## src/mdc_pkg.sv

```systemverilog
`default_nettype none

package mdc_pkg;

    localparam int TYPE_W     = 32;
    localparam int ADDR_W     = 64;
    localparam int PAGE_W     = 52;
    localparam int ATTR_W     = 64;
    localparam int PAGE_SHIFT = 12;

    localparam logic [TYPE_W-1:0] TYPE_LOADER_CODE  = 32'd1;
    localparam logic [TYPE_W-1:0] TYPE_LOADER_DATA  = 32'd2;
    localparam logic [TYPE_W-1:0] TYPE_BS_CODE      = 32'd3;
    localparam logic [TYPE_W-1:0] TYPE_BS_DATA      = 32'd4;
    localparam logic [TYPE_W-1:0] TYPE_RT_CODE      = 32'd5;
    localparam logic [TYPE_W-1:0] TYPE_RT_DATA      = 32'd6;
    localparam logic [TYPE_W-1:0] TYPE_CONVENTIONAL = 32'd7;

    // Join class: two descriptors can only merge when their classes match
    // and are not CLS_OTHER.
    typedef enum logic [1:0] {
        CLS_OTHER,
        CLS_FREE,
        CLS_RT_CODE,
        CLS_RT_DATA
    } mem_class_t;

    typedef struct packed {
        logic [TYPE_W-1:0] mem_type;
        logic [ADDR_W-1:0] phys_start;
        logic [PAGE_W-1:0] page_count;
        logic [ATTR_W-1:0] attr_bits;
        logic              is_last;
        mem_class_t        cls;
    } item_t;

    typedef struct packed {
        logic [TYPE_W-1:0] out_type;
        logic [ADDR_W-1:0] out_start;
        logic [PAGE_W-1:0] out_pages;
        logic [ATTR_W-1:0] out_attr;
        logic              out_last;
    } out_desc_t;

    function automatic mem_class_t mem_class(input logic [TYPE_W-1:0] t);
        mem_class_t c;
        unique case (t) inside
            TYPE_LOADER_CODE, TYPE_LOADER_DATA, TYPE_BS_CODE, TYPE_BS_DATA,
            TYPE_CONVENTIONAL: c = CLS_FREE;
            TYPE_RT_CODE:      c = CLS_RT_CODE;
            TYPE_RT_DATA:      c = CLS_RT_DATA;
            default:           c = CLS_OTHER;
        endcase
        return c;
    endfunction

endpackage

`default_nettype wire

```

## src/mdc_if.sv

```systemverilog
`default_nettype none

interface mdc_in_if;
    logic                         valid;
    logic                         ready;
    logic [mdc_pkg::TYPE_W-1:0]   mem_type;
    logic [mdc_pkg::ADDR_W-1:0]   phys_start;
    logic [mdc_pkg::PAGE_W-1:0]   page_count;
    logic [mdc_pkg::ATTR_W-1:0]   attr_bits;
    logic                         is_last;

    modport source (output valid, mem_type, phys_start, page_count, attr_bits, is_last,
                    input ready);
    modport sink   (input valid, mem_type, phys_start, page_count, attr_bits, is_last,
                    output ready);
endinterface

interface mdc_out_if;
    logic                         valid;
    logic                         ready;
    logic [mdc_pkg::TYPE_W-1:0]   out_type;
    logic [mdc_pkg::ADDR_W-1:0]   out_start;
    logic [mdc_pkg::PAGE_W-1:0]   out_pages;
    logic [mdc_pkg::ATTR_W-1:0]   out_attr;
    logic                         out_last;

    modport source (output valid, out_type, out_start, out_pages, out_attr, out_last,
                    input ready);
    modport sink   (input valid, out_type, out_start, out_pages, out_attr, out_last,
                    output ready);
endinterface

`default_nettype wire

```

## src/mdc_front.sv

```systemverilog
`default_nettype none

// Input register stage; tags each beat with its join class.
module mdc_front (
    input  wire logic           clk,
    input  wire logic           rst_n,
    mdc_in_if.sink              desc_in,
    output mdc_pkg::item_t      item,
    output logic                item_valid,
    input  wire logic           item_ready
);
    import mdc_pkg::*;

    logic  valid_reg;
    item_t item_reg;
    logic  load;

    assign desc_in.ready = !valid_reg || item_ready;
    assign load          = desc_in.valid && desc_in.ready;
    assign item_valid    = valid_reg;
    assign item          = item_reg;

    always_ff @(posedge clk or negedge rst_n)
    begin
        if (!rst_n)
        begin
            valid_reg <= 1'b0;
        end
        else if (desc_in.ready)
        begin
            valid_reg <= desc_in.valid;
        end
    end

    always_ff @(posedge clk)
    begin
        if (load)
        begin
            item_reg.mem_type   <= desc_in.mem_type;
            item_reg.phys_start <= desc_in.phys_start;
            item_reg.page_count <= desc_in.page_count;
            item_reg.attr_bits  <= desc_in.attr_bits;
            item_reg.is_last    <= desc_in.is_last;
            item_reg.cls        <= mem_class(desc_in.mem_type);
        end
    end

endmodule

`default_nettype wire

```

## src/mdc_queue.sv

```systemverilog
`default_nettype none

// Small FIFO between front and back.
module mdc_queue #(
    parameter int DEPTH = 2
) (
    input  wire logic           clk,
    input  wire logic           rst_n,
    input  wire mdc_pkg::item_t wr_item,
    input  wire logic           wr_valid,
    output logic                wr_ready,
    output mdc_pkg::item_t      rd_item,
    output logic                rd_valid,
    input  wire logic           rd_ready
);
    import mdc_pkg::*;

    localparam int PTR_W = $clog2(DEPTH);
    localparam int CNT_W = $clog2(DEPTH + 1);

    item_t             slots [DEPTH];
    logic [PTR_W-1:0]  wr_ptr_reg;
    logic [PTR_W-1:0]  rd_ptr_reg;
    logic [CNT_W-1:0]  count_reg;
    logic              wr_en;
    logic              rd_en;

    assign wr_ready = (count_reg != CNT_W'(DEPTH));
    assign rd_valid = (count_reg != '0);
    assign wr_en    = wr_valid && wr_ready;
    assign rd_en    = rd_valid && rd_ready;
    assign rd_item  = slots[rd_ptr_reg];

    function automatic logic [PTR_W-1:0] ptr_inc(input logic [PTR_W-1:0] p);
        return (p == PTR_W'(DEPTH - 1)) ? '0 : p + 1'b1;
    endfunction

    always_ff @(posedge clk or negedge rst_n)
    begin
        if (!rst_n)
        begin
            wr_ptr_reg <= '0;
            rd_ptr_reg <= '0;
            count_reg  <= '0;
        end
        else
        begin
            if (wr_en)
            begin
                wr_ptr_reg <= ptr_inc(wr_ptr_reg);
            end
            if (rd_en)
            begin
                rd_ptr_reg <= ptr_inc(rd_ptr_reg);
            end
            if (wr_en && !rd_en)
            begin
                count_reg <= count_reg + 1'b1;
            end
            else if (rd_en && !wr_en)
            begin
                count_reg <= count_reg - 1'b1;
            end
        end
    end

    always_ff @(posedge clk)
    begin
        if (wr_en)
        begin
            slots[wr_ptr_reg] <= wr_item;
        end
    end

endmodule

`default_nettype wire

```

## src/mdc_back.sv

```systemverilog
`default_nettype none

// Holds the pending descriptor, merges or emits, drives the output register.
module mdc_back (
    input  wire logic           clk,
    input  wire logic           rst_n,
    input  wire mdc_pkg::item_t item,
    input  wire logic           item_valid,
    output logic                item_ready,
    mdc_out_if.source           desc_out
);
    import mdc_pkg::*;

    localparam logic [PAGE_W-1:0] PAGE_MAX = '1;

    // control
    logic held_valid_reg, held_valid_next;
    logic flush_reg, flush_next;
    logic out_valid_reg, out_valid_next;

    // payload
    logic [TYPE_W-1:0] held_type_reg, held_type_next;
    logic [ADDR_W-1:0] held_start_reg, held_start_next;
    logic [PAGE_W-1:0] held_pages_reg, held_pages_next;
    logic [ATTR_W-1:0] held_attr_reg, held_attr_next;
    mem_class_t        held_cls_reg, held_cls_next;
    out_desc_t         out_reg, out_next;

    logic [ADDR_W-1:0] held_end;
    logic              adjacent;
    logic              join_ok;
    logic [PAGE_W:0]   page_sum;
    logic [PAGE_W-1:0] page_sat;
    logic              needs_out;
    logic              out_free;
    logic              consume;

    assign held_end  = held_start_reg + {held_pages_reg, {PAGE_SHIFT{1'b0}}};
    assign adjacent  = (item.attr_bits == held_attr_reg) && (held_end == item.phys_start);
    assign join_ok   = held_valid_reg && adjacent && (item.cls == held_cls_reg)
                       && (item.cls != CLS_OTHER);
    assign page_sum  = {1'b0, held_pages_reg} + {1'b0, item.page_count};
    assign page_sat  = page_sum[PAGE_W] ? PAGE_MAX : page_sum[PAGE_W-1:0];
    assign out_free  = !out_valid_reg || desc_out.ready;
    assign needs_out = item.is_last || (held_valid_reg && !join_ok);
    assign consume   = !flush_reg && item_valid && (!needs_out || out_free);

    assign item_ready         = consume;
    assign desc_out.valid     = out_valid_reg;
    assign desc_out.out_type  = out_reg.out_type;
    assign desc_out.out_start = out_reg.out_start;
    assign desc_out.out_pages = out_reg.out_pages;
    assign desc_out.out_attr  = out_reg.out_attr;
    assign desc_out.out_last  = out_reg.out_last;

    always_comb
    begin
        held_valid_next = held_valid_reg;
        flush_next      = flush_reg;
        out_valid_next  = out_valid_reg && !desc_out.ready;
        held_type_next  = held_type_reg;
        held_start_next = held_start_reg;
        held_pages_next = held_pages_reg;
        held_attr_next  = held_attr_reg;
        held_cls_next   = held_cls_reg;
        out_next        = out_reg;

        if (flush_reg)
        begin
            // second beat of a non-joining last descriptor
            if (out_free)
            begin
                out_valid_next  = 1'b1;
                out_next        = '{held_type_reg, held_start_reg, held_pages_reg,
                                    held_attr_reg, 1'b1};
                held_valid_next = 1'b0;
                flush_next      = 1'b0;
            end
        end
        else if (consume)
        begin
            if (!held_valid_reg)
            begin
                if (item.is_last)
                begin
                    // one-entry map passes through
                    out_valid_next = 1'b1;
                    out_next       = '{item.mem_type, item.phys_start, item.page_count,
                                       item.attr_bits, 1'b1};
                end
                else
                begin
                    held_valid_next = 1'b1;
                    held_type_next  = item.mem_type;
                    held_start_next = item.phys_start;
                    held_pages_next = item.page_count;
                    held_attr_next  = item.attr_bits;
                    held_cls_next   = item.cls;
                end
            end
            else if (join_ok)
            begin
                held_pages_next = page_sat;
                if (item.cls == CLS_FREE)
                begin
                    held_type_next = TYPE_CONVENTIONAL;
                end
                if (item.is_last)
                begin
                    out_valid_next  = 1'b1;
                    out_next        = '{held_type_next, held_start_reg, page_sat,
                                        held_attr_reg, 1'b1};
                    held_valid_next = 1'b0;
                end
            end
            else
            begin
                out_valid_next  = 1'b1;
                out_next        = '{held_type_reg, held_start_reg, held_pages_reg,
                                    held_attr_reg, 1'b0};
                held_type_next  = item.mem_type;
                held_start_next = item.phys_start;
                held_pages_next = item.page_count;
                held_attr_next  = item.attr_bits;
                held_cls_next   = item.cls;
                flush_next      = item.is_last;
            end
        end
    end

    always_ff @(posedge clk or negedge rst_n)
    begin
        if (!rst_n)
        begin
            held_valid_reg <= 1'b0;
            flush_reg      <= 1'b0;
            out_valid_reg  <= 1'b0;
        end
        else
        begin
            held_valid_reg <= held_valid_next;
            flush_reg      <= flush_next;
            out_valid_reg  <= out_valid_next;
        end
    end

    always_ff @(posedge clk)
    begin
        held_type_reg  <= held_type_next;
        held_start_reg <= held_start_next;
        held_pages_reg <= held_pages_next;
        held_attr_reg  <= held_attr_next;
        held_cls_reg   <= held_cls_next;
        out_reg        <= out_next;
    end

endmodule

`default_nettype wire

```

## src/memory_descriptor_coalescer_core.sv

```systemverilog
// Path: a last descriptor passes the input register, the queue and the output register;
// when the pending one has to go out ahead of it, it first waits in the pending register.
// Throughput: 1 descriptor per cycle while desc_out does not stall; a non-joining last
// descriptor adds a flush step at the back stage, which emits pending and new in turn.
// Reset: rst_n is asynchronous, active low; it empties the input stage, the queue,
// the pending descriptor and the output register.
`default_nettype none

// Structure:
//   front - input register, tags each beat with its join class
//   queue - QUEUE_DEPTH-entry FIFO so front and back stall independently
//   back  - pending descriptor, adjacency check (one 64-bit add and compare),
//           saturating page add, output register
// The output register holds a finished descriptor until desc_out.ready: a beat that merges
// into the pending descriptor is still taken while it waits, a beat that must emit is not.
module memory_descriptor_coalescer_core #(
    parameter int QUEUE_DEPTH = 2   // 2 or more
) (
    input  wire logic clk,
    input  wire logic rst_n,
    mdc_in_if.sink    desc_in,
    mdc_out_if.source desc_out
);
    import mdc_pkg::*;

    item_t front_item;
    logic  front_valid;
    logic  front_ready;
    item_t back_item;
    logic  back_valid;
    logic  back_ready;

    mdc_front u_front (
        .clk        (clk),
        .rst_n      (rst_n),
        .desc_in    (desc_in),
        .item       (front_item),
        .item_valid (front_valid),
        .item_ready (front_ready)
    );

    mdc_queue #(
        .DEPTH (QUEUE_DEPTH)
    ) u_queue (
        .clk      (clk),
        .rst_n    (rst_n),
        .wr_item  (front_item),
        .wr_valid (front_valid),
        .wr_ready (front_ready),
        .rd_item  (back_item),
        .rd_valid (back_valid),
        .rd_ready (back_ready)
    );

    // Merge decision and the pending descriptor live here.
    mdc_back u_back (
        .clk        (clk),
        .rst_n      (rst_n),
        .item       (back_item),
        .item_valid (back_valid),
        .item_ready (back_ready),
        .desc_out   (desc_out)
    );

endmodule

`default_nettype wire

```

## src/flat_wrapper.sv

```systemverilog
// flat-port wrapper written by rule: the top's interface ports become plain ports
module memory_descriptor_coalescer_core_flat import mdc_pkg::*;
#(
    parameter int QUEUE_DEPTH = 2               
)
  (clk, rst_n, desc_in_valid, desc_in_mem_type, desc_in_phys_start, desc_in_page_count, desc_in_attr_bits, desc_in_is_last, desc_in_ready, desc_out_valid, desc_out_out_type, desc_out_out_start, desc_out_out_pages, desc_out_out_attr, desc_out_out_last, desc_out_ready);
  mdc_in_if desc_in_i ();
  mdc_out_if desc_out_i ();
  input  wire logic clk;
  input  wire logic rst_n;
  input wire logic [$bits(desc_in_i.valid)-1:0] desc_in_valid;
  input wire logic [$bits(desc_in_i.mem_type)-1:0] desc_in_mem_type;
  input wire logic [$bits(desc_in_i.phys_start)-1:0] desc_in_phys_start;
  input wire logic [$bits(desc_in_i.page_count)-1:0] desc_in_page_count;
  input wire logic [$bits(desc_in_i.attr_bits)-1:0] desc_in_attr_bits;
  input wire logic [$bits(desc_in_i.is_last)-1:0] desc_in_is_last;
  output wire logic [$bits(desc_in_i.ready)-1:0] desc_in_ready;
  output wire logic [$bits(desc_out_i.valid)-1:0] desc_out_valid;
  output wire logic [$bits(desc_out_i.out_type)-1:0] desc_out_out_type;
  output wire logic [$bits(desc_out_i.out_start)-1:0] desc_out_out_start;
  output wire logic [$bits(desc_out_i.out_pages)-1:0] desc_out_out_pages;
  output wire logic [$bits(desc_out_i.out_attr)-1:0] desc_out_out_attr;
  output wire logic [$bits(desc_out_i.out_last)-1:0] desc_out_out_last;
  input wire logic [$bits(desc_out_i.ready)-1:0] desc_out_ready;
  assign desc_in_i.valid = desc_in_valid;
  assign desc_in_i.mem_type = desc_in_mem_type;
  assign desc_in_i.phys_start = desc_in_phys_start;
  assign desc_in_i.page_count = desc_in_page_count;
  assign desc_in_i.attr_bits = desc_in_attr_bits;
  assign desc_in_i.is_last = desc_in_is_last;
  assign desc_in_ready = desc_in_i.ready;
  assign desc_out_valid = desc_out_i.valid;
  assign desc_out_out_type = desc_out_i.out_type;
  assign desc_out_out_start = desc_out_i.out_start;
  assign desc_out_out_pages = desc_out_i.out_pages;
  assign desc_out_out_attr = desc_out_i.out_attr;
  assign desc_out_out_last = desc_out_i.out_last;
  assign desc_out_i.ready = desc_out_ready;
  memory_descriptor_coalescer_core #(.QUEUE_DEPTH(QUEUE_DEPTH)) u_core (.clk(clk), .rst_n(rst_n), .desc_in(desc_in_i), .desc_out(desc_out_i));
endmodule
```

## config.mk

```make
export PLATFORM = sky130hd
export DESIGN_NAME = memory_descriptor_coalescer_core_flat
export DESIGN_NICKNAME = d
export VERILOG_FILES = /design/src/mdc_pkg.sv /design/src/mdc_if.sv /design/src/mdc_front.sv /design/src/mdc_queue.sv /design/src/mdc_back.sv /design/src/memory_descriptor_coalescer_core.sv /design/src/flat_wrapper.sv
export SDC_FILE = /design/constraint.sdc
export NUM_CORES = 1
export LEC_CHECK = 0
export ABC_AREA = 1
export BUFFER_PORTS_ARGS = -buffer_cell sky130_fd_sc_hd__buf_2
export CAP_MARGIN = 10
export CORE_MARGIN = 4
export CORE_UTILIZATION = 35
export CTS_BUF_LIST = sky130_fd_sc_hd__clkbuf_2
export CTS_CLUSTER_DIAMETER = 200
export CTS_CLUSTER_SIZE = 30
export DETAILED_ROUTE_END_ITERATION = 16
export PLACE_DENSITY_LB_ADDON = 0.25
export SYNTH_ARGS = -nofsm -noshare
export SYNTH_HDL_FRONTEND = slang
export SYNTH_HIERARCHICAL = 1
export SYNTH_SLANG_ARGS = --single-unit
```

## constraint.sdc

```tcl
create_clock -name clk -period 17.46 [get_ports clk]
set_input_delay 3.492 -clock clk [delete_from_list [all_inputs] [get_ports clk]]
set_output_delay 3.492 -clock clk [all_outputs]
set_load 0.03 [all_outputs]
```

Word-level counts from Yosys, hierarchy flattened
Memories as Yosys holds them, arrays and structs flattened.
Cells that the tools add are included.
{ "classes": {"order_cmp": 0, "multipliers": 0, "bitwise_logic": 1, "mux": 48, "n_eq_ne": 16, "add_sub_neg": 6, "div_mod_pow": 0, "n_reduce_logical": 35, "shift": 0} }
{ "ops": {"columns": ["op", "count"], "rows": [
  ["$mux 213", 7],
  ["$mux 64", 6],
  ["$mux 52", 4],
  ["$eq 32x3->1 const B", 4],
  ["$eq 64x64->1", 2],
  ["$mux 32", 4],
  ["$add 64x64->64", 1],
  ["$eq 32x2->1 const B", 2],
  ["$add 52x52->53", 1],
  ["$eq 32x1->1 const B", 1],
  ["$mux 1", 21],
  ["$logic_and 1x1->1", 13],
  ["$mux 2", 5],
  ["$logic_not 1->1", 8],
  ["$reduce_and 4->1", 2],
  ["$reduce_bool 2->1", 4],
  ["$pmux 2 s3", 1],
  ["$reduce_or 5->1", 1],
  ["$logic_or 1x1->1", 4],
  ["$ne 2x1->1 const B", 2],
  ["$ne 2x2->1 const B", 2],
  ["$ne 3x3->1 const B", 1],
  ["$reduce_and 3->1", 1],
  ["$reduce_bool 3->1", 1],
  ["other kinds (7)", 8]
]} }
{ "word_totals": {"mem_count": 1, "mem_bits_rw": 430, "regBits": 650, "latch_bits": 0, "mem_bits_ro": 0, "out_inout_bits": 215} }
{ "mem_list": {"columns": ["name", "depth", "width", "read_ports", "rd_clocked_by_memory_dff", "write_ports", "line_no", "text"], "rows": [
  ["u_core.u_queue.slots", 2, 215, 1, 0, 1, "mdc_queue.sv:21", "item_t slots [DEPTH];"]
]} }

Depth between registers and ports, before layout
{ "logic_depth": {"depth_word": 16, "ltp_mapped": 33} }

Hierarchy
Netlist, hierarchy kept.
{ "modules_own_cells": {"columns": ["module", "area_each_um2", "seq_area_each_um2", "cells_each", "instances"], "rows": [
  ["mdc_back", 28192.0, 12897.4, 3631, 1],
  ["mdc_queue", 15885.2, 13012.5, 1151, 1],
  ["mdc_front", 6678.9, 6481.2, 262, 1]
]} }

Least setup slack after synthesis
OpenSTA, ideal clock, no wires.
{ "synth_path": {"path_kind": "input port to flip-flop", "startpoint": "input port desc_in_valid", "endpoint": "register u_core.u_front.item_reg, in the netlist u_core/u_front/item[0] (enable)", "n_path_buf": 0, "cell_stages": 2, "path_slack_ns": 2.747, "setup_ns": 0.861, "arrival_time_ns": 13.852, "cell_sequence": "inv_1 a21oi_1"} }
{ "synth_between": {"elab_chain_cells": 1} }
{ "synth_rtl": {"columns": ["item", "line_no", "text"], "rows": [
  ["from (decl)", "flat_wrapper.sv:11", "input wire logic [$bits(desc_in_i.valid)-1:0] desc_in_valid;"],
  ["$logic_and 1x1->1", "mdc_front.sv:19", "assign load = desc_in.valid && desc_in.ready;"],
  ["named net u_core.u_front.load", "mdc_front.sv:16", "logic load;"],
  ["to (decl)", "mdc_front.sv:15", "item_t item_reg;"]
]} }
The timed path passes the listed nets, and every way through them passes these cells.
A chain may end at the register's enable or synchronous reset.

==> impl_metrics.csv <==
group,metric,value,unit
clocking,cts_setup_buffers,0,
synthesis,avgSynthCellArea,10.1,sq um
place,hpwl,114000,um
clocking,clk_pin_slew,0.53,ns
place,port_buffers,431,
clocking,insertion_delay,1.63,ns
synthesis,syn-cell-area,50800,sq um
critical_path,crit_arrival,9.80,ns
clocking,htree_num_levels,2,
finish,drive_gt1_share,11.4,%
synthesis,synth_cells,5044,
synthesis,synth_nets,5367,
sta,period_share,49.8,%
clocking,cts_hold_buffers,0,
critical_path,crit_type,"reg2reg",
sta,finClkSkew,0.281,ns
finish,final_common_cell,"nand2_1",
synthesis,ys_seq_area_share,63.8,%
detailed_routing,drc_errors,0,
sta,rsz0062_at_grt,"false",
place,post-place-cells,7277,
sta,final-hold-violation-count,0,
synthesis,yosys_register_bits,1080,
finish,areaGrowthSynthToFinish,9.01,%
critical_path,worstSetupStartpoint,"u_core/u_queue/rd_ptr_reg",
clocking,cts_root_buf,"clkbuf_2",
min_path,hold_path_startpoint,"u_core/u_front/item[86]",
detailed_routing,drtIter0Drc,3178,
place,gp_congestion,0.984,
sta,fin_setup_tns,0,ns
detailed_routing,routed_via_density,4.90,
die,io_pins,432,
finish,final_nets,5740,
die,initial_core_util,35.3,%
synthesis,synthArstFlopShare,0.741,%
synthesis,synth.area.top_cells,"edfxtp_1 (63%), nand2_1 (14%), inv_1 (4.2%)",
clocking,clockBufferDepth,3,
synthesis,synth_top_area_share,63.4,%
finish,stdcell_count,7349,
clocking,numCtsBuffers,41,
global_route,grt_pass1_wl,226000,um
die,num_rows,139,
die,die_y,389,um
detailed_routing,ant_nets,0,
critical_path,crit_path_end_kind,"register",
clocking,clock-sinks,1080,
die,die_area,151000,sq um
finish,largest_reg_flops,430,
flow_run,cap_viol_max_count,0,
clocking,post_cts_resized,0,
die,fp.dieW,389,um
die,core-area,144000,sq um
critical_path,worstSetupStartpointType,"register",
sta,slew_headroom,12.9,%
sta,fmax,115,MHz
sta,slew_viol_final,0,
detailed_routing,routedWlPerCell,21.3,um
sta,worst_slew_pin_slew,1.31,ns
status,outcome,"finished, final reports clean",
critical_path,r2r_start,"u_core/u_queue/rd_ptr_reg",
synthesis,synth_ff_type,"edfxtp_1",
min_path,hp-class,"reg2reg",
global_route,overflow,0,
clocking,cts_tree,"done",
global_route,antenna_found_initial,12,
detailed_routing,drt_pass1_iterations,6,
global_route,grt_max_degree,155,
synthesis,synth_edf_count,1072,
global_route,grtUsageTotal,19.9,%
critical_path,critPathRequiredTime,18.57,ns
sta,finalCriticalPeriod,8.69,ns
synthesis,synth_warnings,6,
synthesis,synth_top_cell_by_area,"edfxtp_1",
finish,final_cell_mix,"nand2_1 (1833), edfxtp_1 (1072), inv_1 (566)",
critical_path,crit_path_max_fanout,130,
detailed_routing,num_vias,36022,
sta,final-setup-viol-count,0,
synthesis,synth_cell_types,50,
sta,holdWs,0.354,ns
global_route,grt_pass1_vias,34246,
finish,utilization,38.5,%
detailed_routing,wirelength,156000,um
-- final timing paths --
check                                                      endpoint  slack, ns  depth (start not counted)
min in group asynchronous                 u_core/u_queue/rd_ptr_reg       1.64                          1
max in group asynchronous                 u_core/u_front/item_valid      15.45                          1
worst max register to register  u_core/u_back/desc_out.out_pages[4]       8.77                         22
worst max-delay path            u_core/u_back/desc_out.out_pages[4]       8.77                         22
worst min register to register          u_core/u_queue/slots[0][86]       0.35                          0
worst min-delay path                    u_core/u_queue/slots[0][86]       0.35                          0
-- through the flow --
step                      cell area, sq um  setup WS, ns
final                                55300          8.77
after floorplan                      50800          2.75
after global routing                 55300          8.01
after detailed placement             55000          8.87
after global placement               55000          9.00
after CTS                            55300          8.59
-- per-layer routing --
layer | track usage, % | vias to the layer above | routed length, um | share of wire, %
met2 | 32.5 | 1003 | 72300 | 46
met5 | 0 | - | 27 | 0.017
met3 | 2.18 | 123 | 7900 | 5.1
met1 | 28.9 | 17361 | 72800 | 47
met4 | 4.22 | 4 | 3160 | 2.0
li1 | - | 17531 | - | -
-- kinds of logic (layout without fill, tap and decap cells) --
logic type | Yosys count | after routing | synth area share, %
buf+inv | 713 | 1106 | 5.67
other cells | 0 | 9 | 0
fa+ha+maj | 106 | 106 | 2.64
flops | 1080 | 1080 | 63.8
mux | 44 | 44 | 0.976
xor+xnor | 92 | 92 | 1.59
simple gates | 2457 | 2457 | 19.2
compound gates | 552 | 552 | 6.08
-- worst max-delay path, cell delays in order (launching register included) --
cell and delay (ns):
dfrtp_4 0.88, inv_8 0.81, buf_4 0.63, nand2_1 0.10, nand2_1 0.14, xor2_1 0.36, inv_1 0.10, nand4_1 0.10
nand2_1 0.06, nand2_1 0.07, inv_1 0.04, nand2_1 0.08, nor2_1 0.05, nand2_1 0.07, nor2_2 0.05, nand2_4 0.46
nand2_4 0.26, nand2_1 0.15, nand2_1 0.10, a21oi_4 0.78, buf_4 0.80, buf_4 0.81, buf_4 0.81
-- cell type report --
type,instances,area (sq um)
fillers,14156,88500
flip-flops and latches,1080,32400
multi-input cells,3251,15600
repair buffers,461,2450
well taps,1903,2380
inverters,582,2190
clock buffers,60,300
clock inverters,3,26.3
diodes,9,22.5
-- Yosys cell counts (16+ instances only) --
cell type and count:
ha_1 104, nand4_1 43, buf_2 31, o21ai_0 160, a21oi_1 196, edfxtp_1 1072, nor2_1 323, xnor2_1 41
nand3_1 171, clkbuf_1 68, inv_1 567, o31ai_1 31, mux2_2 44, nor3_1 27, buf_6 16, nand2_1 1834
a31oi_1 17, o21ai_1 59, xor2_1 51, a22oi_1 29
Power is left out: the tool's default activity adds up to more than one toggle a clock period on the data nets, which glitch-free logic cannot reach.
